--- src/hw/rtl/pts_pkg.sv ---
// ----------------------------------------------------------------------------
// pts_pkg - shared types and constants of the priority tone sequencer
// Request and result layouts, action codes, controller states and the
// fixed widths of the tone divider.
// ----------------------------------------------------------------------------
`default_nettype none

package pts_pkg;

  // Note store geometry
  localparam int unsigned NoteDepth = 64;
  localparam int unsigned AddrW     = $clog2(NoteDepth);

  // Timer clock and tone divider widths
  localparam int unsigned TimerClockHz = 240000000;
  localparam int unsigned QuotW        = 28;
  localparam int unsigned RemW         = 33;
  localparam int unsigned CntW         = $clog2(QuotW);

  // Action codes
  localparam logic [1:0] ACT_TICK  = 2'd0;
  localparam logic [1:0] ACT_WRITE = 2'd1;
  localparam logic [1:0] ACT_PLAY  = 2'd2;
  localparam logic [1:0] ACT_NOP   = 2'd3;

  localparam logic [7:0] PRIO_IDLE = 8'd255;

  typedef struct packed {
    logic [1:0]       action;
    logic [AddrW-1:0] note_addr;
    logic [15:0]      note_freq;
    logic [15:0]      note_duration;
    logic [AddrW-1:0] seq_start;
    logic [7:0]       seq_length;
    logic             loop_mode;
    logic [7:0]       priority_req;
  } pts_in_t;

  typedef struct packed {
    logic [27:0] reload_value;
    logic [26:0] compare_value;
    logic        tone_update;
    logic        active;
    logic [7:0]  note_position;
  } pts_out_t;

  typedef struct packed {
    logic [15:0] freq;
    logic [15:0] duration;
  } pts_note_t;

  typedef enum logic [2:0] {
    ST_IDLE,
    ST_READ,
    ST_EVAL,
    ST_DIV,
    ST_DONE
  } pts_state_e;

endpackage

`default_nettype wire

--- src/hw/rtl/pts_note_mem.sv ---
// ----------------------------------------------------------------------------
// pts_note_mem - note store
// One write port and one registered read port holding frequency and
// duration pairs.
// ----------------------------------------------------------------------------
`default_nettype none

module pts_note_mem
  import pts_pkg::*;
(
  input  wire logic             clk_i,
  input  wire logic             we_i,
  input  wire logic [AddrW-1:0] waddr_i,
  input  wire pts_note_t        wdata_i,
  input  wire logic [AddrW-1:0] raddr_i,
  output pts_note_t             rdata_o
);

  pts_note_t mem_q [NoteDepth];
  pts_note_t rdata_q;

  // Write a note entry
  always_ff @(posedge clk_i) begin
    if (we_i) begin
      mem_q[waddr_i] <= wdata_i;
    end
  end

  // Register the read data
  always_ff @(posedge clk_i) begin
    rdata_q <= mem_q[raddr_i];
  end

  assign rdata_o = rdata_q;

endmodule

`default_nettype wire

--- src/hw/rtl/pts_tone_div.sv ---
// ----------------------------------------------------------------------------
// pts_tone_div - bit-serial tone divider
// Divides the timer clock by frequency times (prescaler plus one), one
// quotient bit per cycle, and returns the PWM reload and compare values.
// ----------------------------------------------------------------------------
`default_nettype none

module pts_tone_div
  import pts_pkg::*;
(
  input  wire logic        clk_i,
  input  wire logic        rst_ni,
  input  wire logic        start_i,
  input  wire logic [15:0] freq_i,
  input  wire logic [15:0] prescale_i,
  output logic             done_o,
  output logic [27:0]      reload_o,
  output logic [26:0]      compare_o
);

  logic [RemW-1:0]  divisor_q;
  logic [RemW-1:0]  rem_q;
  logic [QuotW-1:0] shift_q;
  logic [CntW-1:0]  cnt_q;
  logic             busy_q;
  logic             done_q;

  logic [RemW-1:0]  product;
  logic [RemW-1:0]  rem_shift;
  logic             rem_geq;
  logic [QuotW-1:0] period;

  // Form the divisor
  assign product = {17'd0, freq_i} * {16'd0, ({1'b0, prescale_i} + 17'd1)};

  // Bring in the next dividend bit and trial-subtract
  assign rem_shift = {rem_q[RemW-2:0], shift_q[QuotW-1]};
  assign rem_geq   = (rem_shift >= divisor_q);

  // Advance one quotient bit per cycle
  always_ff @(posedge clk_i or negedge rst_ni) begin
    if (!rst_ni) begin
      busy_q <= 1'b0;
      done_q <= 1'b0;
      cnt_q  <= '0;
    end else begin
      done_q <= busy_q && !start_i && (cnt_q == CntW'(QuotW - 1));
      if (start_i) begin
        busy_q <= 1'b1;
        cnt_q  <= '0;
      end else if (busy_q) begin
        if (cnt_q == CntW'(QuotW - 1)) begin
          busy_q <= 1'b0;
        end
        cnt_q <= cnt_q + 1'b1;
      end
    end
  end

  // Hold the operands and the partial remainder
  always_ff @(posedge clk_i) begin
    if (start_i) begin
      divisor_q <= product;
      rem_q     <= '0;
      shift_q   <= QuotW'(TimerClockHz);
    end else if (busy_q) begin
      rem_q   <= rem_geq ? (rem_shift - divisor_q) : rem_shift;
      shift_q <= {shift_q[QuotW-2:0], rem_geq};
    end
  end

  // Drop the quotient by one, clamped at zero
  assign period    = (shift_q == '0) ? '0 : (shift_q - 1'b1);
  assign reload_o  = period;
  assign compare_o = period[27:1];
  assign done_o    = done_q;

endmodule

`default_nettype wire

--- src/hw/rtl/priority_tone_sequencer.sv ---
// ----------------------------------------------------------------------------
// priority_tone_sequencer - buzzer tone sequence player with priorities
// Loads notes into a store, takes play requests filtered by priority and
// steps through the sequence on millisecond ticks, programming PWM values.
// ----------------------------------------------------------------------------
// Usage:
//   Input channel (in_valid_i / in_stall_o / in_data_i) carries one request
//   per item: a tick, a note write or a play request. Every request yields
//   exactly one result on the output channel (out_valid_o / out_stall_i /
//   out_data_o), in order.
//   The configuration channel (cfg_valid_i / cfg_ready_o / cfg_data_i) sets
//   the timer prescaler; write it only while the block is idle.
//   Processing: a write, play, unused action or idle tick goes straight to
//   the result; a tick that reads one note and sounds no new tone passes
//   one note store read; a tick that steps to a silent note passes two.
//   A starting tick with a sounding first note and a tick that steps to a
//   sounding note also wait for the bit-serial divider, which forms 28
//   quotient bits and then hands over its result, behind one or two note
//   store reads. One request is in flight at a time; in_stall_o is high
//   until its result has been placed in the output register, so no new
//   request is taken before the result of the last one has been loaded.
//   Reset clears the sequence state, writes silence and sets priority 255;
//   the note store holds no defined contents until written.
//   A stalled receiver holds the result in the output register; the next
//   request is processed meanwhile and waits before its result is loaded.
// ----------------------------------------------------------------------------
`default_nettype none

module priority_tone_sequencer
  import pts_pkg::*;
(
  input  wire logic        clk_i,
  input  wire logic        rst_ni,
  input  wire logic        in_valid_i,
  output logic             in_stall_o,
  input  wire pts_in_t     in_data_i,
  output logic             out_valid_o,
  input  wire logic        out_stall_i,
  output pts_out_t         out_data_o,
  input  wire logic        cfg_valid_i,
  output logic             cfg_ready_o,
  input  wire logic [15:0] cfg_data_i
);

  pts_state_e state_q, state_d;

  logic [15:0]      prescale_q;
  logic             has_seq_q;
  logic             playing_q;
  logic [AddrW-1:0] start_q;
  logic [7:0]       length_q;
  logic             loop_q;
  logic [7:0]       prio_q;
  logic [7:0]       index_q;
  logic [15:0]      elapsed_q;
  logic [27:0]      reload_q;
  logic [26:0]      compare_q;
  logic             update_q;
  logic [AddrW-1:0] rd_addr_q;
  logic             rd_freq_q;
  logic             out_valid_q;
  pts_out_t         out_data_q;

  logic             accept;
  logic             out_free;
  logic             mem_we;
  logic             div_start;
  logic             out_load;
  logic             play_ignore;
  logic             dur_hit;
  logic             seq_end;
  logic             freq_zero;
  logic [7:0]       index_next;
  pts_note_t        note_wdata;
  pts_note_t        note_rdata;
  logic             div_done;
  logic [27:0]      div_reload;
  logic [26:0]      div_compare;

  assign accept   = in_valid_i && (state_q == ST_IDLE);
  assign out_free = !out_valid_q || !out_stall_i;

  // Decode the conditions of the current request
  assign play_ignore = (in_data_i.seq_length == 8'd0)
                    || (has_seq_q && playing_q && (start_q == in_data_i.seq_start))
                    || (has_seq_q && (in_data_i.priority_req > prio_q));
  assign index_next  = index_q + 8'd1;
  assign dur_hit     = (elapsed_q >= note_rdata.duration);
  assign seq_end     = (index_next >= length_q);
  assign freq_zero   = (note_rdata.freq == 16'd0);

  // Next state
  always_comb begin
    state_d = state_q;
    unique case (state_q)
      ST_IDLE: begin
        if (accept) begin
          if ((in_data_i.action == ACT_TICK) && has_seq_q) begin
            state_d = ST_READ;
          end else begin
            state_d = ST_DONE;
          end
        end
      end
      ST_READ: state_d = ST_EVAL;
      ST_EVAL: begin
        if (rd_freq_q) begin
          state_d = freq_zero ? ST_DONE : ST_DIV;
        end else if (dur_hit && !seq_end) begin
          state_d = ST_READ;
        end else begin
          state_d = ST_DONE;
        end
      end
      ST_DIV: begin
        if (div_done) begin
          state_d = ST_DONE;
        end
      end
      ST_DONE: begin
        if (out_free) begin
          state_d = ST_IDLE;
        end
      end
      default: state_d = ST_IDLE;
    endcase
  end

  // Control outputs
  always_comb begin
    in_stall_o = (state_q != ST_IDLE);
    mem_we     = accept && (in_data_i.action == ACT_WRITE);
    div_start  = (state_q == ST_EVAL) && rd_freq_q && !freq_zero;
    out_load   = (state_q == ST_DONE) && out_free;
  end

  always_ff @(posedge clk_i or negedge rst_ni) begin
    if (!rst_ni) begin
      state_q <= ST_IDLE;
    end else begin
      state_q <= state_d;
    end
  end

  // Take configuration writes
  assign cfg_ready_o = 1'b1;

  always_ff @(posedge clk_i or negedge rst_ni) begin
    if (!rst_ni) begin
      prescale_q <= '0;
    end else if (cfg_valid_i) begin
      prescale_q <= cfg_data_i;
    end
  end

  // Update the sequence state
  always_ff @(posedge clk_i or negedge rst_ni) begin
    if (!rst_ni) begin
      has_seq_q <= 1'b0;
      playing_q <= 1'b0;
      start_q   <= '0;
      length_q  <= '0;
      loop_q    <= 1'b0;
      prio_q    <= PRIO_IDLE;
      index_q   <= '0;
      elapsed_q <= '0;
      reload_q  <= '0;
      compare_q <= '0;
      update_q  <= 1'b0;
      rd_addr_q <= '0;
      rd_freq_q <= 1'b0;
    end else begin
      unique case (state_q)
        ST_IDLE: begin
          if (accept) begin
            update_q <= (in_data_i.action == ACT_TICK);
            unique case (in_data_i.action)
              ACT_TICK: begin
                if (!has_seq_q) begin
                  compare_q <= '0;
                end else if (!playing_q) begin
                  index_q   <= '0;
                  elapsed_q <= '0;
                  playing_q <= 1'b1;
                  rd_addr_q <= start_q;
                  rd_freq_q <= 1'b1;
                end else begin
                  elapsed_q <= elapsed_q + 16'd1;
                  rd_addr_q <= start_q + index_q[AddrW-1:0];
                  rd_freq_q <= 1'b0;
                end
              end
              ACT_PLAY: begin
                if (!play_ignore) begin
                  has_seq_q <= 1'b1;
                  start_q   <= in_data_i.seq_start;
                  length_q  <= in_data_i.seq_length;
                  loop_q    <= in_data_i.loop_mode;
                  prio_q    <= in_data_i.priority_req;
                  playing_q <= 1'b0;
                  index_q   <= '0;
                  elapsed_q <= '0;
                end
              end
              default: begin
              end
            endcase
          end
        end
        ST_EVAL: begin
          if (rd_freq_q) begin
            if (freq_zero) begin
              compare_q <= '0;
            end
          end else if (!dur_hit) begin
            update_q <= 1'b0;
          end else begin
            index_q   <= index_next;
            elapsed_q <= '0;
            if (seq_end) begin
              playing_q <= 1'b0;
              if (loop_q) begin
                update_q <= 1'b0;
              end else begin
                has_seq_q <= 1'b0;
                prio_q    <= PRIO_IDLE;
                compare_q <= '0;
              end
            end else begin
              rd_addr_q <= start_q + index_next[AddrW-1:0];
              rd_freq_q <= 1'b1;
            end
          end
        end
        ST_DIV: begin
          if (div_done) begin
            reload_q  <= div_reload;
            compare_q <= div_compare;
          end
        end
        default: begin
        end
      endcase
    end
  end

  // Load the result register and drop it once taken
  always_ff @(posedge clk_i or negedge rst_ni) begin
    if (!rst_ni) begin
      out_valid_q <= 1'b0;
    end else if (out_load) begin
      out_valid_q <= 1'b1;
    end else if (!out_stall_i) begin
      out_valid_q <= 1'b0;
    end
  end

  always_ff @(posedge clk_i) begin
    if (out_load) begin
      out_data_q.reload_value  <= reload_q;
      out_data_q.compare_value <= compare_q;
      out_data_q.tone_update   <= update_q;
      out_data_q.active        <= has_seq_q;
      out_data_q.note_position <= index_q;
    end
  end

  assign out_valid_o = out_valid_q;
  assign out_data_o  = out_data_q;

  assign note_wdata.freq     = in_data_i.note_freq;
  assign note_wdata.duration = in_data_i.note_duration;

  pts_note_mem u_note_mem (
    .clk_i   (clk_i),
    .we_i    (mem_we),
    .waddr_i (in_data_i.note_addr),
    .wdata_i (note_wdata),
    .raddr_i (rd_addr_q),
    .rdata_o (note_rdata)
  );

  pts_tone_div u_tone_div (
    .clk_i      (clk_i),
    .rst_ni     (rst_ni),
    .start_i    (div_start),
    .freq_i     (note_rdata.freq),
    .prescale_i (prescale_q),
    .done_o     (div_done),
    .reload_o   (div_reload),
    .compare_o  (div_compare)
  );

endmodule

`default_nettype wire
--- config.mk ---
export PLATFORM = sky130hd
export DESIGN_NAME = priority_tone_sequencer
export DESIGN_NICKNAME = d
export VERILOG_FILES = /design/src/hw/rtl/pts_pkg.sv /design/src/hw/rtl/pts_note_mem.sv /design/src/hw/rtl/pts_tone_div.sv /design/src/hw/rtl/priority_tone_sequencer.sv
export SDC_FILE = /design/constraint.sdc
export NUM_CORES = 2
export LEC_CHECK = 0
export CORE_MARGIN = 2
export CORE_UTILIZATION = 40
export CTS_CLUSTER_SIZE = 12
export DETAILED_ROUTE_END_ITERATION = 7
export DONT_BUFFER_PORTS = 1
export HOLD_SLACK_MARGIN = 0.15
export PLACE_DENSITY_LB_ADDON = 0.2
export SETUP_SLACK_MARGIN = 0.2
export SYNTH_ARGS = -nofsm -noshare
export SYNTH_HDL_FRONTEND = slang
export SYNTH_SLANG_ARGS = --single-unit
--- constraint.sdc ---
create_clock -name clk_i -period 8.45 [get_ports clk_i]
set_input_delay 0.845 -clock clk_i [delete_from_list [all_inputs] [get_ports clk_i]]
set_output_delay 0.845 -clock clk_i [all_outputs]
set_load 0.05 [all_outputs]
Yosys cells after proc, flatten, opt, wreduce, memory -nomap -nowiden
Memories as Yosys holds them, arrays and structs flattened. A register that Yosys moved wholly into a read port is not among the register bits.
Cells that the tools add are included.
{"block": "classes", "n_addsub": 8, "n_mul": 1, "order_cmp": 4, "eq_ne": 32, "mux": 91, "n_bitwise": 1, "n_reduce_logical": 40}
{"cell": "$mux W27", "n": 9}
{"cell": "$mux W8", "n": 13}
{"cell": "$mux W16", "n": 6}
{"cell": "$pmux W27 S3", "n": 1}
{"cell": "$pmux W16 S2", "n": 2}
{"cell": "$pmux W8 S2", "n": 3}
{"cell": "$mux W6", "n": 7}
{"cell": "$ge A33 B33 Y1", "n": 1}
{"cell": "$mul A16 B17 Y33", "n": 1}
{"cell": "$mux W1", "n": 32}
{"cell": "$mux W32", "n": 1}
{"cell": "$sub A32 B32 Y32", "n": 1}
{"cell": "$logic_not A28 Y1", "n": 1}
{"cell": "$mux W28", "n": 1}
{"cell": "$sub A28 B1 Y28 const B", "n": 1}
{"cell": "$ne A3 B3 Y1 const B", "n": 9}
{"cell": "$reduce_and A8 Y1", "n": 3}
{"cell": "$mux W3", "n": 7}
{"cell": "$ne A2 B2 Y1 const B", "n": 10}
{"cell": "$add A16 B1 Y17 const B", "n": 1}
{"cell": "$add A16 B1 Y16 const B", "n": 1}
{"cell": "$ge A16 B16 Y1", "n": 1}
{"cell": "$logic_not A16 Y1", "n": 1}
{"cell": "$pmux W3 S5", "n": 1}
{"cell": "other kinds (32)", "n": 63}
{"block": "totals", "ff_bits": 297, "ram_bits": 2048, "input_bits": 84, "output_inout_bits": 68, "wordCells": 205, "mem_count": 1}
{"memory": "u_note_mem.mem_q", "words": 64, "width": 32, "read_ports": 1, "rd_clocked_by_memory_dff": 1, "write_ports": 1, "line_no": "pts_note_mem.sv:19", "rtl": "pts_note_t mem_q [NoteDepth];"}

Logic depth before layout (Yosys ltp)
{"block": "depth", "word_depth": 8, "ltp_mapped": 29, "depth_no_buf": 28}

Hierarchy
A second synthesis with hierarchy kept.
{"block": "unflattened", "hier_cells": 6062, "area_unflattened_um2": 103899.6}
{"module": "pts_note_mem", "instances": 1, "cells_each": 3511, "area_each_um2": 79039.6, "seq_area_each_um2": 62139.6}
{"module": "pts_tone_div", "instances": 1, "cells_each": 1791, "area_each_um2": 15597.5, "seq_area_each_um2": 2367.3}
{"module": "priority_tone_sequencer", "instances": 1, "cells_each": 760, "area_each_um2": 9262.6, "seq_area_each_um2": 5265.0}

Worst setup path before layout
Ideal clock, no wire load.
{"block": "synth_path", "path_type": "register to register", "startpoint": "register prescale_q[0]", "endpoint": "register u_tone_div.divisor_q[31], data pin", "setup_time_ps": 264, "arrival_ps": 6730, "required_ps": 8186, "path_slack_ps": 1457, "stages_incl_launch_ff": 27, "n_path_buf": 2, "synth_period_minus_slack_ps": 6993, "path_cell_list": "dfrtp_1 -> clkbuf_1 -> nand3_1 -> nor3_1 -> nand3_1 -> xnor2_1 -> clkbuf_1 -> nand2_1 -> fa_1 -> fa_1 -> inv_1 -> fa_1 -> fa_1 -> fa_1 -> inv_1 -> fa_1 -> inv_1 -> ha_1 -> a21o_1 -> a21o_1 -> a21oi_1 -> o21a_1 -> o32ai_1 -> nor3_1 -> o21ai_1 -> a221oi_1 -> xnor2_1"}
{"block": "synth_via", "elab_chain_cells": 2}
{"item": "start: declaration", "line_no": "priority_tone_sequencer.sv:47", "rtl": "logic [15:0] prescale_q;"}
{"item": "start signal: assignment", "line_no": "priority_tone_sequencer.sv:152", "rtl": "prescale_q <= cfg_data_i;"}
{"item": "$add A16 B1 Y17", "line_no": "pts_tone_div.sv:34", "rtl": "assign product = {17'd0, freq_i} * {16'd0, ({1'b0, prescale_i} + 17'd1)};"}
{"item": "$mul A16 B17 Y33", "line_no": "pts_tone_div.sv:34"}
{"item": "via u_tone_div.product[31]", "line_no": "pts_tone_div.sv:28", "rtl": "logic [RemW-1:0] product;"}
{"item": "end signal: assignment", "line_no": "pts_tone_div.sv:63", "rtl": "divisor_q <= product;"}
{"item": "end: declaration", "line_no": "pts_tone_div.sv:21", "rtl": "logic [RemW-1:0] divisor_q;"}
The timed path passes the listed nets, and every way through them passes these cells.
A chain may end at the register's enable or synchronous reset.

Final worst setup path
{"block": "layout_path", "startpoint": "register prescale_q[3]", "endpoint": "register u_tone_div.divisor_q[31], data pin"}
The elaborated chain is that of the path after synthesis.

==> summary.md <==
| Metric | Value |
|---|---|
| Status | complete, no violations |
| Starting density of the core | 0.4020 |
| Max clock buf depth | 3 |
| Final hold viol count | 0 |
| Slew headroom | 0.2023 |
| Final worst slack | 900.4 ps |
| RSZ-0062 raised after global routing | no |
| Number of synthesized flops with an enable pin | 2146 |
| Hold crit path type | in2reg |
| DR DRC count | 0 |
| Post-Route WL | 253.3 mm |
| Via Count | 50.88k |
| Number of I/O pins | roughly 150 |
| Worst-path fanout max | 10 |
| Post-route cell area | 115600 um2 |
| Setup-failing EPs final | 0 |
| Mapped cell area | 102100 um2 |
| Worst setup SP type | flop |
| # Max-Cap Violations | 0 |
| H-tree depth | 4 |
| Worst Skew | 71.47 ps |
| Skew-Pair Late Insertion Delay | between 800 and 900 ps |
| Seq/Total Area, Yosys | 0.6835 |
| Crit path kind | reg2reg |
| Crit. End Element | flop |
| Worst-margin pin slew | 1195 ps |
| CP max stage cell | xor2_1 |
| Global-route wire length before repair | 368.9 mm |
| WP data required | 9010 ps |
| Post-Place Cell Area | 106900 um2 |
| Largest net degree at the start of global routing | 140 |
| Antenna-violating nets left | 0 |
| Iteration-0 DRC count of the detailed router | between 5k and 6k |
| Period minus WS final | 7550 ps |
| Worst path cell trace | nand3_1, nor3_1, xor2_1, buf_4, nand2_1, fa_1, fa_1, inv_1, fa_1, fa_1, fa_1, inv_1, fa_1, inv_1, ha_1, nand4_1, nor2_1, nand3_1, o32ai_1, nor3_1, o21ai_1, a221oi_1, xnor2_1 |
| Netlist cell types | 83 |
| Row count | 185 |
| Cts bufs inserted | 241 |
| Crit path to | u_tone_div.divisor_q[31] |
| Register-to-Register Path Depth | 23 |
| Pre-antenna DRT Iters | 7 |
| CTS tree | done |
| Final period util | 0.8934 |
| Crit path largest cell delay | ~580 ps |
| Max-slew violation count | 0 |
| Flop-to-flop setup slack | 900 ps |
| Overflow after GRT | 0 |
| DIE AREA | 259300 um2 |
| Buffers on Ports | 0 |
| Clk slew on worst S/H paths | 60 ps |
| WL/cell | 27.53 um |
| CP arrival | 8110 ps |
| CORE AREA | roughly 250000 um2 |
| FFs w/ async S/R, synth | 0.05848 |
| Most used DFF post-synth | edfxtp_1 |
| Setup WS pre-CTS | 911.9 ps |
| Vias/cell | 5.531 |
| Vias in the first global route | 52.88k |
| CTS sink cnt | 2377 |
| Initial antenna violation count | 10 |
| CP Buf/Inv Count | 4 |
| Logic depth of the worst path, buffers included | 23 |
| Clock Tree Root | clkbuf_16 |
| Avg Inst Size Synth | 18.72 um2 |
| Layout cell share with drive strength beyond 1 | 0.2166 |
| Post-CTS Setup Bufs | 0 |
| Worst r2r dst | u_tone_div.divisor_q[31] |
| Fmax | between 100 and 150 MHz |
| CP Launch Point | prescale_q[3] |
| CTS Hold Bufs | 91 |
| Die span in x | 509.2 um |
| Setup TNS | 0 ps |
| Seq cells post-synth | 2377 |
| CTS resizes | 0 |
| Cells after synthesis | 5454 |
| Ys Warns | 0 |
| Area Overhead vs Synth | 13.26% |
| Commonest non-fill, non-tap cells in the layout | 2146 x edfxtp_1, 667 x mux4_2, 320 x inv_1, 261 x nand2_1, 242 x clkbuf_16 |
| FF-to-FF Start | prescale_q[3] |
| Commonest non-fill, non-tap cell in the layout | edfxtp_1 |
| DPL Wire Length | 142.0 mm |
| Most frequent cell on the critical path | fa_1 |
| Gr usage total | 0.1961 |
| Routability cong. | 0.7939 |
| Die H | 509.2 um |
| Post-layout nets | 6126 |
| Delay-heaviest family, CP | adder cells |
| Post-synth net total | 5935 |
## logic make-up (layout without fill, tap and decap cells)
group | Yosys count | count (layout) | share of synthesized area
buffers and inverters | 588 | 964 | 0.02187
XOR/XNOR | 111 | 111 | 0.009523
flip-flops | 2377 | 2377 | 0.6835
other | 1 | 4 | 0.00003673
AO/OA/AOI/OAI | 446 | 446 | 0.02824
multiplexers | 744 | 744 | 0.1551
adder cells (fa/ha/maj) | 397 | 397 | 0.06418
AND/OR/NAND/NOR | 790 | 790 | 0.03754
## per-stage QoR
step	instances	util	hold WS, ps
final	9199	0.4553	298.6
after global routing	9197	0.4553	253.6
after CTS	9196	0.4553	221.2
after detailed placement	8677	0.4208	433.1
after global placement	8677	0.4208	432.0
after floorplan	5454	-	423.1
## cells in the mapped netlist, drive strengths merged, types with 6 or more instances
master	n	area, um2
clkbuf	188	705.7
buf	78	317.8
dfxtp	92	1842
nand3b	8	60.06
mux2	35	394.1
o21bai	11	82.58
nor2b	25	156.4
dfstp	8	210.2
o21ai	107	535.5
nand2b	19	118.9
a211o	6	52.55
inv	321	1205
o21a	9	67.56
o211ai	13	97.59
a21o	102	765.7
and3	18	112.6
xnor2	72	630.6
ha	186	2327
nand2	261	979.7
xor2	39	341.6
mux4	667	15020
nor2	195	734.5
o22a	7	61.31
a211oi	7	52.55
mux2i	42	420.4
nand3	44	225.2
edfxtp	2146	64440
and2	127	794.5
nand4	22	137.6
nor3	22	121.4
fa	211	4224
dfrtp	131	3278
a21oi	117	585.6
a31oi	15	93.84
or3	8	50.05
nor4	16	130.1
## layout make-up
class                      instances  area, um2
fill                           21620     138300
sequential                      2377      69800
multi-input combinational       2489      30600
clock buffer                     341       6528
tap                             3366       4212
timing repair buffer             214       2517
inverter                         322       1209
clock inverter                    87      748.2
antenna                            3      7.507
## per-layer routing
layer,vias up,wire [um],GRT usage
li1,21750,-,-
met1,27470,110700,0.2770
met2,1374,122400,0.3190
met3,289,15830,0.03744
met4,0,4356,0.03923
met5,-,0,0
## flip-flops by register name, indices dropped and copies added (netlist names), 8 cells and up
signal / count
reload_q: 28
length_q: 8
prio_q: 8
elapsed_q: 16
index_q: 8
u_tone_div.divisor_q: 33
prescale_q: 16
compare_q: 27
u_note_mem.rdata_o: 32
u_tone_div.shift_q: 28
u_tone_div.rem_q: 32
u_note_mem.mem_q: 2048
out_data_o: 65
## worst min path at each step
stage / startpoint / end / slack [ps] / cells after the start
floorplan: index_q[5] / out_data_o[5] / 420 / 0
CTS: in_data_i[61] / update_q / 220 / 2
global route: in_data_i[61] / update_q / 250 / 2
detailed placement: compare_q[16] / out_data_o[26] / 430 / 0
finish: in_data_i[61] / update_q / 300 / 2
global placement: compare_q[15] / out_data_o[25] / 430 / 0
Power is left out: the tool's default activity adds up to more than one toggle a clock period on the data nets, which glitch-free logic cannot reach.
